**src/sv/dtvp_pkg.sv**
```systemverilog
// types and constants shared by the decimal text value parser
`timescale 1ns / 1ps

package dtvp_pkg;

   // parse phase, one-hot
   typedef enum logic [3:0] {
      PH_WHOLE = 4'b0001,
      PH_FRAC  = 4'b0010,
      PH_DONE  = 4'b0100,
      PH_ERROR = 4'b1000
   } phase_type;

   // result codes and scale factors
   localparam logic [31:0] ERR_PLAIN   = 32'hFFFF_FFFF;
   localparam logic [31:0] ERR_MILLI   = 32'h0000_FFFF;
   localparam logic [31:0] MILLI_SCALE = 32'd1000;
   localparam logic [31:0] FRAC_MAX    = 32'd999;
   localparam logic [31:0] SCALE_ONE   = 32'd100;
   localparam logic [31:0] SCALE_TWO   = 32'd10;
   localparam logic [31:0] DEC_BASE    = 32'd10;

   // characters
   localparam logic [7:0] CH_NUL   = 8'h00;
   localparam logic [7:0] CH_SPACE = 8'h20;
   localparam logic [7:0] CH_DOT   = 8'h2E;
   localparam logic [7:0] CH_ZERO  = 8'h30;
   localparam logic [7:0] CH_NINE  = 8'h39;

   // digit counter saturates here
   localparam logic [2:0] CNT_SAT = 3'd7;

endpackage

```
**src/sv/decimal_text_value_parser.sv**
```systemverilog
// top level of the decimal text value parser
`timescale 1ns / 1ps

// Decimal text value parser.
// The req channel carries one ASCII character per transaction (req_ch);
// a NUL character ends the string and causes one rsp transaction with
// the parsed value (rsp_value) and a malformed flag (rsp_invalid). No
// other character produces a response.
// csr_write_enable/csr_write_data set milli_mode (0 plain integer,
// 1 fixed three-decimal) and restart the string in progress; write only
// while the block is idle.
// Throughput: one character per cycle while no NUL waits on a stalled
// response. The digit update (value*10+digit) and the final
// whole*1000+fraction scaling each fit in the combinational logic
// after the input register. A NUL goes from the input register to the
// result register, which drives rsp. When rsp_stall holds a pending
// response, other characters keep flowing; a NUL waits in the input
// register and req_stall rises until the output register frees.
// Reset (synchronous, active high) clears both registers' valid flags,
// the parse state and milli_mode.
module decimal_text_value_parser #(
   parameter int MAX_MILLI_DIGITS = 3
) (
   input  logic        clock,
   input  logic        reset,
   input  logic        req_valid,
   output logic        req_stall,
   input  logic [7:0]  req_ch,
   output logic        rsp_valid,
   input  logic        rsp_stall,
   output logic [31:0] rsp_value,
   output logic        rsp_invalid,
   input  logic        csr_write_enable,
   input  logic        csr_write_data
);

   // width of the whole part in milli mode
   localparam int WholeWidth = $clog2(10 ** MAX_MILLI_DIGITS);

   // input register
   logic       in_valid_ff, in_valid_in;
   logic [7:0] in_ch_ff;

   // parse state
   logic                    milli_ff;
   logic [31:0]             acc_ff, acc_in;
   logic [2:0]              cnt_ff, cnt_in;
   dtvp_pkg::phase_type     phase_ff, phase_in;
   logic [WholeWidth-1:0]   whole_ff, whole_in;

   // result register
   logic        out_valid_ff, out_valid_in;
   logic [31:0] out_value_ff, out_value_in;
   logic        out_invalid_ff, out_invalid_in;

   logic        out_free;
   logic        is_nul;
   logic        advance;
   logic        is_digit;
   logic [31:0] acc_step;
   logic [2:0]  cnt_inc;
   logic        too_many;
   logic [31:0] frac_val;
   logic [31:0] frac_scaled;
   logic [31:0] mul_src;
   logic [31:0] milli_total;

   // handshake
   assign out_free  = !out_valid_ff || !rsp_stall;
   assign is_nul    = (in_ch_ff == dtvp_pkg::CH_NUL);
   assign advance   = in_valid_ff && (!is_nul || out_free);
   assign req_stall = in_valid_ff && !advance;
   assign in_valid_in = (req_valid && !req_stall) || (in_valid_ff && !advance);

   // character classes and digit arithmetic
   assign is_digit = (in_ch_ff >= dtvp_pkg::CH_ZERO) && (in_ch_ff <= dtvp_pkg::CH_NINE);
   assign acc_step = 32'(acc_ff * dtvp_pkg::DEC_BASE) + {28'd0, in_ch_ff[3:0]};
   assign cnt_inc  = (cnt_ff == dtvp_pkg::CNT_SAT) ? cnt_ff : cnt_ff + 3'd1;
   assign too_many = (cnt_inc > 3'(MAX_MILLI_DIGITS));

   // fraction scaling to thousandths
   assign frac_val = {22'd0, acc_ff[9:0]};
   always_comb begin
      case (cnt_ff)
         3'd1:    frac_scaled = 32'(frac_val * dtvp_pkg::SCALE_ONE);
         3'd2:    frac_scaled = 32'(frac_val * dtvp_pkg::SCALE_TWO);
         default: frac_scaled = frac_val;
      endcase
   end

   // shared times-1000 path: accumulator in whole phase, else whole part
   assign mul_src = (phase_ff == dtvp_pkg::PH_WHOLE) ? acc_ff
                                                      : 32'(whole_ff);
   assign milli_total = 32'(mul_src * dtvp_pkg::MILLI_SCALE) +
                        ((phase_ff == dtvp_pkg::PH_FRAC) ? frac_scaled : 32'd0);

   // next parse state and result
   always_comb begin
      acc_in         = acc_ff;
      cnt_in         = cnt_ff;
      phase_in       = phase_ff;
      whole_in       = whole_ff;
      out_valid_in   = out_valid_ff && rsp_stall;
      out_value_in   = out_value_ff;
      out_invalid_in = out_invalid_ff;

      if (advance) begin
         if (is_nul) begin
            // end of string: deliver and restart
            out_valid_in   = 1'b1;
            out_invalid_in = 1'b0;
            if (phase_ff == dtvp_pkg::PH_ERROR) begin
               out_value_in   = milli_ff ? dtvp_pkg::ERR_MILLI : dtvp_pkg::ERR_PLAIN;
               out_invalid_in = 1'b1;
            end else if (!milli_ff || phase_ff == dtvp_pkg::PH_DONE) begin
               out_value_in = acc_ff;
            end else begin
               out_value_in = milli_total;
            end
            acc_in   = 32'd0;
            cnt_in   = 3'd0;
            phase_in = dtvp_pkg::PH_WHOLE;
            whole_in = '0;
         end else if (!milli_ff) begin
            // plain integer
            if (phase_ff == dtvp_pkg::PH_WHOLE) begin
               if (is_digit) begin
                  acc_in = acc_step;
               end else if (in_ch_ff == dtvp_pkg::CH_SPACE) begin
                  phase_in = dtvp_pkg::PH_DONE;
               end else begin
                  phase_in = dtvp_pkg::PH_ERROR;
               end
            end
         end else begin
            // milli mode
            case (phase_ff)
               dtvp_pkg::PH_WHOLE: begin
                  if (is_digit) begin
                     cnt_in = cnt_inc;
                     if (too_many) phase_in = dtvp_pkg::PH_ERROR;
                     else          acc_in   = acc_step;
                  end else if (in_ch_ff == dtvp_pkg::CH_DOT) begin
                     whole_in = acc_ff[WholeWidth-1:0];
                     acc_in   = 32'd0;
                     cnt_in   = 3'd0;
                     phase_in = dtvp_pkg::PH_FRAC;
                  end else begin
                     phase_in = dtvp_pkg::PH_ERROR;
                  end
               end
               dtvp_pkg::PH_FRAC: begin
                  if (is_digit) begin
                     cnt_in = cnt_inc;
                     if (too_many) begin
                        phase_in = dtvp_pkg::PH_ERROR;
                     end else begin
                        acc_in = acc_step;
                        if (acc_step > dtvp_pkg::FRAC_MAX) phase_in = dtvp_pkg::PH_ERROR;
                     end
                  end else begin
                     acc_in   = milli_total;
                     phase_in = dtvp_pkg::PH_DONE;
                  end
               end
               default: begin
                  // done or error: ignore until NUL
               end
            endcase
         end
      end
   end

   // registers
   always_ff @(posedge clock) begin
      if (reset) begin
         in_valid_ff  <= 1'b0;
         out_valid_ff <= 1'b0;
         milli_ff     <= 1'b0;
         acc_ff       <= 32'd0;
         cnt_ff       <= 3'd0;
         phase_ff     <= dtvp_pkg::PH_WHOLE;
         whole_ff     <= '0;
      end else if (csr_write_enable) begin
         milli_ff     <= csr_write_data;
         in_valid_ff  <= in_valid_in;
         out_valid_ff <= out_valid_ff && rsp_stall;
         acc_ff       <= 32'd0;
         cnt_ff       <= 3'd0;
         phase_ff     <= dtvp_pkg::PH_WHOLE;
         whole_ff     <= '0;
      end else begin
         in_valid_ff  <= in_valid_in;
         out_valid_ff <= out_valid_in;
         acc_ff       <= acc_in;
         cnt_ff       <= cnt_in;
         phase_ff     <= phase_in;
         whole_ff     <= whole_in;
      end
   end

   // payload registers
   always_ff @(posedge clock) begin
      if (req_valid && !req_stall) begin
         in_ch_ff <= req_ch;
      end
      out_value_ff   <= out_value_in;
      out_invalid_ff <= out_invalid_in;
   end

   assign rsp_valid   = out_valid_ff;
   assign rsp_value   = out_value_ff;
   assign rsp_invalid = out_invalid_ff;

endmodule

```
**config.mk**
```make
export PLATFORM = sky130hd
export DESIGN_NAME = decimal_text_value_parser
export DESIGN_NICKNAME = d
export VERILOG_FILES = /design/src/sv/dtvp_pkg.sv /design/src/sv/decimal_text_value_parser.sv
export SDC_FILE = /design/constraint.sdc
export NUM_CORES = 1
export LEC_CHECK = 0
export ABC_AREA = 1
export BUFFER_PORTS_ARGS = -buffer_cell sky130_fd_sc_hd__buf_2
export CAP_MARGIN = 10
export CORE_MARGIN = 4
export CORE_UTILIZATION = 55
export DETAILED_ROUTE_END_ITERATION = 12
export GPL_ROUTABILITY_DRIVEN = 0
export GPL_TIMING_DRIVEN = 0
export PLACE_DENSITY = 0.69
export SLEW_MARGIN = 5
export SYNTH_ARGS = -nofsm -noshare
export SYNTH_HDL_FRONTEND = slang
export SYNTH_SLANG_ARGS = --single-unit
```
**constraint.sdc**
```tcl
create_clock -name clock -period 8.05 [get_ports clock]
set_clock_uncertainty 0.05 [all_clocks]
set_input_delay 1.61 -clock clock [delete_from_list [all_inputs] [get_ports clock]]
set_output_delay 1.61 -clock clock [all_outputs]
set_load 0.05 [all_outputs]
```
### Word level (Yosys, flattened, before mapping)

Cells that the tools add are included.

* eq/ne operators: 15
* add/subtract/negate cells: 3
* magnitude comparators: 4
* multiply operators: 4
* reductions and logical operators: 28
* mux-type cells: 43

Operators by type and width (count)
* 2-to-1 mux 32 bit: 13
* one-hot mux 32 bit (2 select lines): 1
* 2-to-1 mux 10 bit: 5
* 2-to-1 mux 4 bit: 11
* one-hot mux 17 bit (2 select lines): 1
* adder 32 bit: 1
* adder 32 x 4 -> 32 bit: 1
* > comparator 32 x 10 -> 1 bit (second input constant): 1
* multiplier 32 x 3 -> 31 bit (second input constant): 1
* multiplier 32 x 7 -> 29 bit (second input constant): 1
* 2-to-1 mux 3 bit: 6
* equality test 8 x 6 -> 1 bit (second input constant): 2
* multiplier 10 x 5 -> 15 bit (second input constant): 1
* AND reduction 5 bit: 3
* multiplier 10 x 3 -> 13 bit (second input constant): 1
* nonzero test 3 bit: 3
* >= comparator 8 x 6 -> 1 bit (second input constant): 1
* <= comparator 8 x 6 -> 1 bit (second input constant): 1
* zero test 8 bit: 1
* one-hot mux 4 bit (2 select lines): 1
* zero test 1 bit: 6
* != test 3 bit (second input constant): 2
* one-hot mux 3 bit (2 select lines): 1
* AND reduction 6 bit: 1
* other kinds (19): 31

* flip-flop bits (word level): 93
* output and inout bits: 35
* input bits: 14
* logic and storage cells: 107

### Depth between registers and ports, before layout

Gate-level depths: netlist of run 1.

* depth in word-level cells: 9
* gate-level depth with buffers: 38
* mapped depth without buffers: 37

### Least setup slack after synthesis of run 1

No wires, ideal clock.

* path kind: register to register
* start point: register phase_ff[2]
* end point: register out_value_ff[31], in the netlist rsp_value[31], data pin
* data required time: 7.736 ns
* stages on the path, launching flop included: 33
* path buffers: 1
* clock period less this slack: 6.200 ns
* library setup time: 0.264 ns
* arrival: 5.886 ns
* slack: 1.850 ns
* path through: dfxtp_1 nor2_1 nand3_2 clkbuf_1 o21ai_0 ha_1 ha_1 xor2_1 ha_1 inv_1 fa_1 fa_1 inv_1 ha_1 a21oi_1 nand2_1 nand3_1 nand2_1 xor2_1 ha_1 nand2_1 nor3_1 nand2_1 nand2_1 nand2_1 a21oi_2 nand2_1 nor2_2 nand3_1 nand2_1 nand2_1 o21ai_0 nand2_1

* longest elaborated chain between the ends: 6
* elaborated cells on any way between the ends: 11
* those cells by class: 1 x add/sub; 1 x mul; 4 x eq/ne; 4 x mux; 1 x reduce/logical

RTL lines
* start, declared: RTL line decimal_text_value_parser.sv:48 `dtvp_pkg::phase_type phase_ff, phase_in;`
* start signal, assigned: RTL line decimal_text_value_parser.sv:182 `phase_ff <= dtvp_pkg::PH_WHOLE;`
* start signal, assigned: RTL line decimal_text_value_parser.sv:190 `phase_ff <= dtvp_pkg::PH_WHOLE;`
* start signal, assigned: RTL line decimal_text_value_parser.sv:197 `phase_ff <= phase_in;`
* equality test 4 x 1 -> 1 bit: RTL line decimal_text_value_parser.sv:92 `assign mul_src = (phase_ff == dtvp_pkg::PH_WHOLE) ? acc_ff`
* 2-to-1 mux 32 bit: RTL line decimal_text_value_parser.sv:92
* multiplier 32 x 7 -> 29 bit: RTL line decimal_text_value_parser.sv:94 `assign milli_total = 32'(mul_src * dtvp_pkg::MILLI_SCALE) +`
* adder 32 bit: RTL line decimal_text_value_parser.sv:94
* 2-to-1 mux 32 bit: RTL line decimal_text_value_parser.sv:115 `end else if (!milli_ff || phase_ff == dtvp_pkg::PH_DONE) begin`
* 2-to-1 mux 32 bit *: RTL line decimal_text_value_parser.sv:112 `if (phase_ff == dtvp_pkg::PH_ERROR) begin`
* end signal, assigned: RTL line decimal_text_value_parser.sv:207 `out_value_ff <= out_value_in;`
* end, declared: RTL line decimal_text_value_parser.sv:53 `logic [31:0] out_value_ff, out_value_in;`

Every way passes the cells marked *; elsewhere a longest branch is shown, timed or not.
A chain may end at the register's enable or synchronous reset.

### Worst setup path after layout of run 1

* start point: register phase_ff[2]
* end point: register acc_ff[29]

* longest elaborated chain between the ends: 8
* elaborated cells on any way between the ends: 14
* those cells by class: 1 x add/sub; 1 x mul; 3 x eq/ne; 6 x mux; 3 x reduce/logical

RTL lines
* equality test 4 x 1 -> 1 bit: RTL line decimal_text_value_parser.sv:92, decimal_text_value_parser.sv:126, decimal_text_value_parser.sv:137
* 2-to-1 mux 32 bit: RTL line decimal_text_value_parser.sv:92
* multiplier 32 x 7 -> 29 bit: RTL line decimal_text_value_parser.sv:94
* adder 32 bit: RTL line decimal_text_value_parser.sv:94
* 2-to-1 mux 32 bit: RTL line decimal_text_value_parser.sv:153 `if (is_digit) begin`
* one-hot mux 32 bit (2 select lines): RTL line decimal_text_value_parser.sv:137 `case (phase_ff)`
* 2-to-1 mux 32 bit: RTL line decimal_text_value_parser.sv:124 `end else if (!milli_ff) begin`
* 2-to-1 mux 32 bit: RTL line decimal_text_value_parser.sv:108 `if (is_nul) begin`
* end signal, assigned: RTL line decimal_text_value_parser.sv:195 `acc_ff <= acc_in;`
* end, declared: RTL line decimal_text_value_parser.sv:46 `logic [31:0] acc_ff, acc_in;`

Several ways; a longest one is shown, not always the timed one.

==> flow_metrics.env, run 1 <==
export IMPL_wl_per_cell_um=17.2
export IMPL_track_usage_pct=31.4
export IMPL_drt_iter0_drc=1278
export IMPL_grt_antenna_before_repair=0
export IMPL_ys_warn_count=0
export IMPL_h_tree_depth=3
export IMPL_fmax_mhz=133
export IMPL_dieArea_um2=30000
export IMPL_io_pins=49
export IMPL_multi_input_area_um2=11100
export IMPL_grt_max_degree=34
export IMPL_hold_class="reg -> reg"
export IMPL_synth_edf_count=41
export IMPL_overflow=0
export IMPL_grt_busiest_layer="met2"
export IMPL_final_nets=2647
export IMPL_clkSinkCount=93
export IMPL_ir_drop_mv=0.121
export IMPL_grt_pass1_wl_mm=76.2
export IMPL_clock_latency_ns=0.37
export IMPL_path_clk_slew_ns=0.07
export IMPL_slowest_stage="fa_1"
export IMPL_ctsHoldBuffers=0
export IMPL_hpwl_mm=39.7
export IMPL_diodes=0
export IMPL_cpMostUsedCell="nand2_1"
export IMPL_core_area_um2=26900
export IMPL_num_vias=15500
export IMPL_via_per_inst=5.66
export IMPL_final_layout_size_suffix_gt1_share_pct=6.73
export IMPL_maxCapViolCount=0
export IMPL_first_pass_iters=8
export IMPL_synth_seq_area_share_pct=15.1
export IMPL_crit_path_end_kind="register"
export IMPL_tns_ns=0
export IMPL_hold_viol=0
export IMPL_ant_nets=0
export IMPL_crit_path_max_fanout=10
export IMPL_final_core_util_pct=59.5
export IMPL_die_h_um=173
export IMPL_io_buffers=48
export IMPL_rsz0062_at_grt="no"
export IMPL_powerDensity_nw_per_um2=117
export IMPL_syn_avg_cell_area_um2=6.45
export IMPL_critical_path_class="reg -> reg"
export IMPL_yosysMostFrequentCell="nand2_1"
export IMPL_gr_usage_met2_pct=52.8
export IMPL_relSlewSlack_pct=45.1
export IMPL_crit_required_ns=8.29
export IMPL_synth_seq_cells=93
export IMPL_cts_tree="built"
export IMPL_yosysTopAreaCell="nand2_1"
export IMPL_critPathMaxStageDelay_ns=0.52
export IMPL_syn_nets=2587
export IMPL_n_fill_cell=2776
export IMPL_synth_area_top_cells="nand2_1, ha_1, fa_1, inv_1, edfxtp_1"
export IMPL_maxSlewViolCount=0
export IMPL_routed_wl_mm=47.1
export IMPL_tightest_slew_ns=0.824
export IMPL_syn_to_final_growth_pct=6.55
export IMPL_start_util_pct=55.9
export IMPL_holdWs_ns=0.413
export IMPL_die_x_um=173
export IMPL_cts_buffer_depth=2
export IMPL_synthCells=2327
export IMPL_synthArstFlopShare_pct=0
export IMPL_grt_use_met1_pct=40.1
export IMPL_syn_area_um2=15000
export IMPL_ys_flop_type="dfxtp_1"
export IMPL_remaining_drc_errors=0
export IMPL_arrival_ns=7.78
export IMPL_use_met3_pct=4.43
export IMPL_synth_top_area_share_pct=16.0
export IMPL_p_leak_uw=0.00803
export IMPL_cts_root_buf="clkbuf_16"
export IMPL_setup_violations=0
export IMPL_post_route_period_util_pct=93.6
export IMPL_synth_common_cells="nand2_1, inv_1, nor2_1, a21oi_1, ha_1"
export IMPL_seqCellArea_um2=2270
export IMPL_fin_crit_ns=7.54
export IMPL_ys_types=50
export IMPL_rows=60
export IMPL_cts_buffers=9
export IMPL_status="finished, final reports clean"
export IMPL_grt_pass1_vias=15100
export IMPL_startpoint_type="register"
==> through the flow <==
stage | instance area [µm²] | instances | total power [µW] | worst slack, ns
6_report | 16000 | 2733 | 1880 | 0.512
4_1_cts | 16000 | 2733 | 1860 | 0.385
3_3_place_gp | 15700 | 2716 | 1380 | 0.520
2_1_floorplan | 15000 | 2327 | 1180 | 1.85
3_5_place_dp | 15700 | 2717 | 1390 | 0.421
5_1_grt | 16000 | 2733 | 2010 | 0.00265
==> cell type report <==
class                      count  share of cell area [%]
inverter                     409                    9.60
clock buffer                   9                    1.41
buffer                        39                   0.954
multi-input combinational   1786                    69.1
clock inverter                 7                   0.501
timing repair buffer          49                    1.56
sequential                    93                    14.2
tap                          341                    2.67
==> metal layers <==
| layer | wire length, µm | vias up |
|---|---|---|
| li1 | - | 7610 |
| met1 | 19700 | 7113 |
| met2 | 21300 | 617 |
| met3 | 3560 | 140 |
| met4 | 2510 | 0 |
| met5 | 0 | - |
==> cells by family after synthesis <==
logic type,synth area share (%)
AO/OA/AOI/OAI,12.9
XOR/XNOR,4.19
adder cells (fa/ha/maj),24.7
buffers and inverters,11.2
flip-flops,15.1
AND/OR/NAND/NOR,31.8
==> worst max-delay path: cells and delay by family, from the launching register on <==
family,cells,cell delay [ns]
DFF,1,0.34
adders and majority gates,5,2.18
and+or+nand+nor,16,2.05
buffers and inverters,4,0.90
xor gates and xnor gates,3,0.73
AOI/OAI and AO/OA,5,1.19
==> repair_timing <==
item	in CTS	in global routing
setup endpoints to repair	0	13
gates resized for setup	0	3
buffers inserted	0	0
==> where the power goes <==
part           switching (µW)  leakage, µW  internal [µW]
combinational             602      0.00709            301
sequential               6.52     0.000793            499
clock                     221     0.000143            246
total                     829      0.00803           1050
==> path summary, 6_finish.rpt <==
check                                         startpoint                        to  slack [ns]  cells past startpoint
worst max-delay path            phase_ff[2]$_SDFFE_PP0P_   acc_ff[29]$_SDFFE_PP0P_        0.51                     33
worst min-delay path            whole_ff[8]$_SDFFE_PP0P_  whole_ff[8]$_SDFFE_PP0P_        0.41                      2
worst max register to register  phase_ff[2]$_SDFFE_PP0P_   acc_ff[29]$_SDFFE_PP0P_        0.51                     33
worst min register to register  whole_ff[8]$_SDFFE_PP0P_  whole_ff[8]$_SDFFE_PP0P_        0.41                      2
==> cells in the final DEF (no fill, tap or decap), types with 11 or more instances in the layout <==
master	Yosys	final
nand2_1	641	641
nor3_1	29	29
nand2_2	19	19
xor2_1	48	48
nand3_2	11	11
o21ai_0	101	100
nand4_1	38	38
inv_2	22	23
a21oi_1	181	181
ha_1	161	161
nor2_2	19	19
clkbuf_1	32	31
xnor2_1	22	22
o211ai_1	20	20
dfxtp_1	52	52
buf_2	4	52
nor2_1	193	193
nand3_1	131	131
fa_1	85	85
edfxtp_1	41	41
inv_1	384	383
==> state kept, by name, summed over array words and instances (netlist names) <==
name,count
rsp_invalid,1
in_valid_ff,1
phase_ff,4
rsp_value,32
acc_ff,32
whole_ff,10
cnt_ff,3
milli_ff,1
rsp_valid,1
in_ch_ff,8
Power figures use the tool's default switching activity.
==> run 2: changes to the inputs <==
REMOVE_ABC_BUFFERS = 1   (was not set)
==> run 2 against run 1 <==
Against the previous run: hold slack gained 0.0033 ns; final cell count down 1.2%; setup slack improved by 0.0036 ns; fmax about the same; sequential cell count did not move; non-clock buffer count decreased by 35; largest cell class unchanged; largest power group unchanged.
==> flow_metrics.env, run 2 (same netlist as run 1, synthesis figures left out) <==
export IMPL_wl_per_cell_um=16.4
export IMPL_overflow=0
export IMPL_hold_depth=2
export IMPL_io_buffers=48
export IMPL_critical_path_class="reg -> reg"
export IMPL_core_area_um2=26900
export IMPL_die_h_um=173
export IMPL_cpMostUsedCell="nand2_1"
export IMPL_maxCapViolCount=0
export IMPL_crit_required_ns=8.29
export IMPL_rsz0062_at_grt="no"
export IMPL_status="finished, final reports clean"
export IMPL_hold_viol=0
export IMPL_p_leak_uw=0.00801
export IMPL_cp_num_buf_inv=4
export IMPL_routed_wl_mm=44.3
export IMPL_ctsHoldBuffers=0
export IMPL_multi_input_area_um2=11100
export IMPL_io_pins=49
export IMPL_syn_to_final_growth_pct=6.15
export IMPL_rows=60
export IMPL_clock_latency_ns=0.38
export IMPL_r2r_cells=34
export IMPL_final_layout_size_suffix_gt1_share_pct=7.04
export IMPL_post_cts_setup_buffer_count=0
export IMPL_fin_crit_ns=7.53
export IMPL_hpwl_mm=35.7
export IMPL_crit_path_end_kind="register"
export IMPL_n_fill_cell=2689
export IMPL_dieArea_um2=30000
export IMPL_crit_cells=34
export IMPL_fmax_mhz=133
export IMPL_via_per_inst=5.62
export IMPL_tightest_slew_ns=1.14
export IMPL_setup_violations=0
export IMPL_cts_resized=0
export IMPL_start_util_pct=55.9
export IMPL_remaining_drc_errors=0
export IMPL_hold_class="reg -> reg"
export IMPL_first_pass_iters=6
export IMPL_slowest_stage="dfxtp_1"
export IMPL_tns_ns=0
export IMPL_track_usage_pct=29.0
export IMPL_ant_nets=0
export IMPL_layout_commonest_cell="nand2_1"
export IMPL_maxSlewViolCount=0
export IMPL_final_cell_mix="nand2_1, inv_1, nor2_1, a21oi_1, ha_1"
export IMPL_ir_drop_mv=0.120
export IMPL_grt_pass1_wl_mm=72.0
export IMPL_crit_path_max_fanout=18
export IMPL_powerDensity_nw_per_um2=118
export IMPL_grt_max_degree=47
export IMPL_grt_antenna_before_repair=1
export IMPL_path_clk_slew_ns=0.09
export IMPL_post_route_period_util_pct=93.6
export IMPL_drt_iter0_drc=1504
export IMPL_seqCellArea_um2=2270
export IMPL_p_total_uw=1880
export IMPL_die_x_um=173
export IMPL_cp_top_family="adder cells"
export IMPL_clkSinkCount=93
export IMPL_cts_tree="built"
export IMPL_cts_buffers=9
export IMPL_h_tree_depth=3
export IMPL_cts_root_buf="clkbuf_16"
export IMPL_arrival_ns=7.77
export IMPL_relSlewSlack_pct=23.8
export IMPL_critPathMaxStageDelay_ns=0.66
export IMPL_num_vias=15200
export IMPL_cts_buffer_depth=2
export IMPL_grt_pass1_vias=14600
export IMPL_final_nets=2613
export IMPL_startpoint_type="register"
export IMPL_diodes=0
run 2: where the power goes:
part,switching [µW],internal [µW]
sequential,6.75,499
combinational,601,302
clock,246,221
run 2: worst paths after layout:
kind / start / end / slack [ns]
setup / recovery: phase_ff[0]$_SDFFE_PP1P_ / acc_ff[29]$_SDFFE_PP0P_ / 0.52
hold / removal: whole_ff[2]$_SDFFE_PP0P_ / whole_ff[2]$_SDFFE_PP0P_ / 0.42
setup reg to reg: phase_ff[0]$_SDFFE_PP1P_ / acc_ff[29]$_SDFFE_PP0P_ / 0.52
hold reg to reg: whole_ff[2]$_SDFFE_PP0P_ / whole_ff[2]$_SDFFE_PP0P_ / 0.42
run 2: layer usage:
| layer | up-vias | part of all wire (%) | GRT usage, % |
|---|---|---|---|
| met5 | - | 0.045 | 0 |
| met4 | 2 | 2.9 | 8.38 |
| met3 | 89 | 6.6 | 3.29 |
| met2 | 512 | 46 | 48.6 |
| met1 | 7006 | 45 | 39.9 |
| li1 | 7550 | - | - |
run 2: final cells by class:
| class | instances | share of cell area (%) |
|---|---|---|
| Multi-Input combinational cell | 1787 | 69.7 |
| Sequential cell | 93 | 14.3 |
| Inverter | 409 | 9.66 |
| Tap cell | 341 | 2.68 |
| Timing Repair Buffer | 53 | 1.84 |
| Clock buffer | 9 | 1.41 |
| Clock inverter | 7 | 0.463 |
run 2: metrics by stage:
stage / worst slack (ns) / util [%] / hold slack [ns] / instance area (µm²) / instances
2_1_floorplan: 1.80 / - / 0.391 / 14900 / 2288
5_1_grt: 0.129 / 59.3 / 0.438 / 15900 / 2699
4_1_cts: 0.0759 / 59.2 / 0.415 / 15900 / 2697
6_report: 0.516 / 59.3 / 0.417 / 15900 / 2699
3_5_place_dp: 0.145 / 58.0 / 0.403 / 15600 / 2681
3_3_place_gp: 0.138 / 57.8 / 0.397 / 15500 / 2677
run 2: worst reg2reg max path, delay by kind of cell, from the launching register on:
kind / cells / cell delay [ns]
flip-flops: 1 / 0.66
AO/OA/AOI/OAI: 4 / 0.59
XOR/XNOR: 3 / 0.68
AND/OR/NAND/NOR: 16 / 2.19
buffers and inverters: 4 / 0.62
adder cells (fa/ha/maj): 7 / 2.66
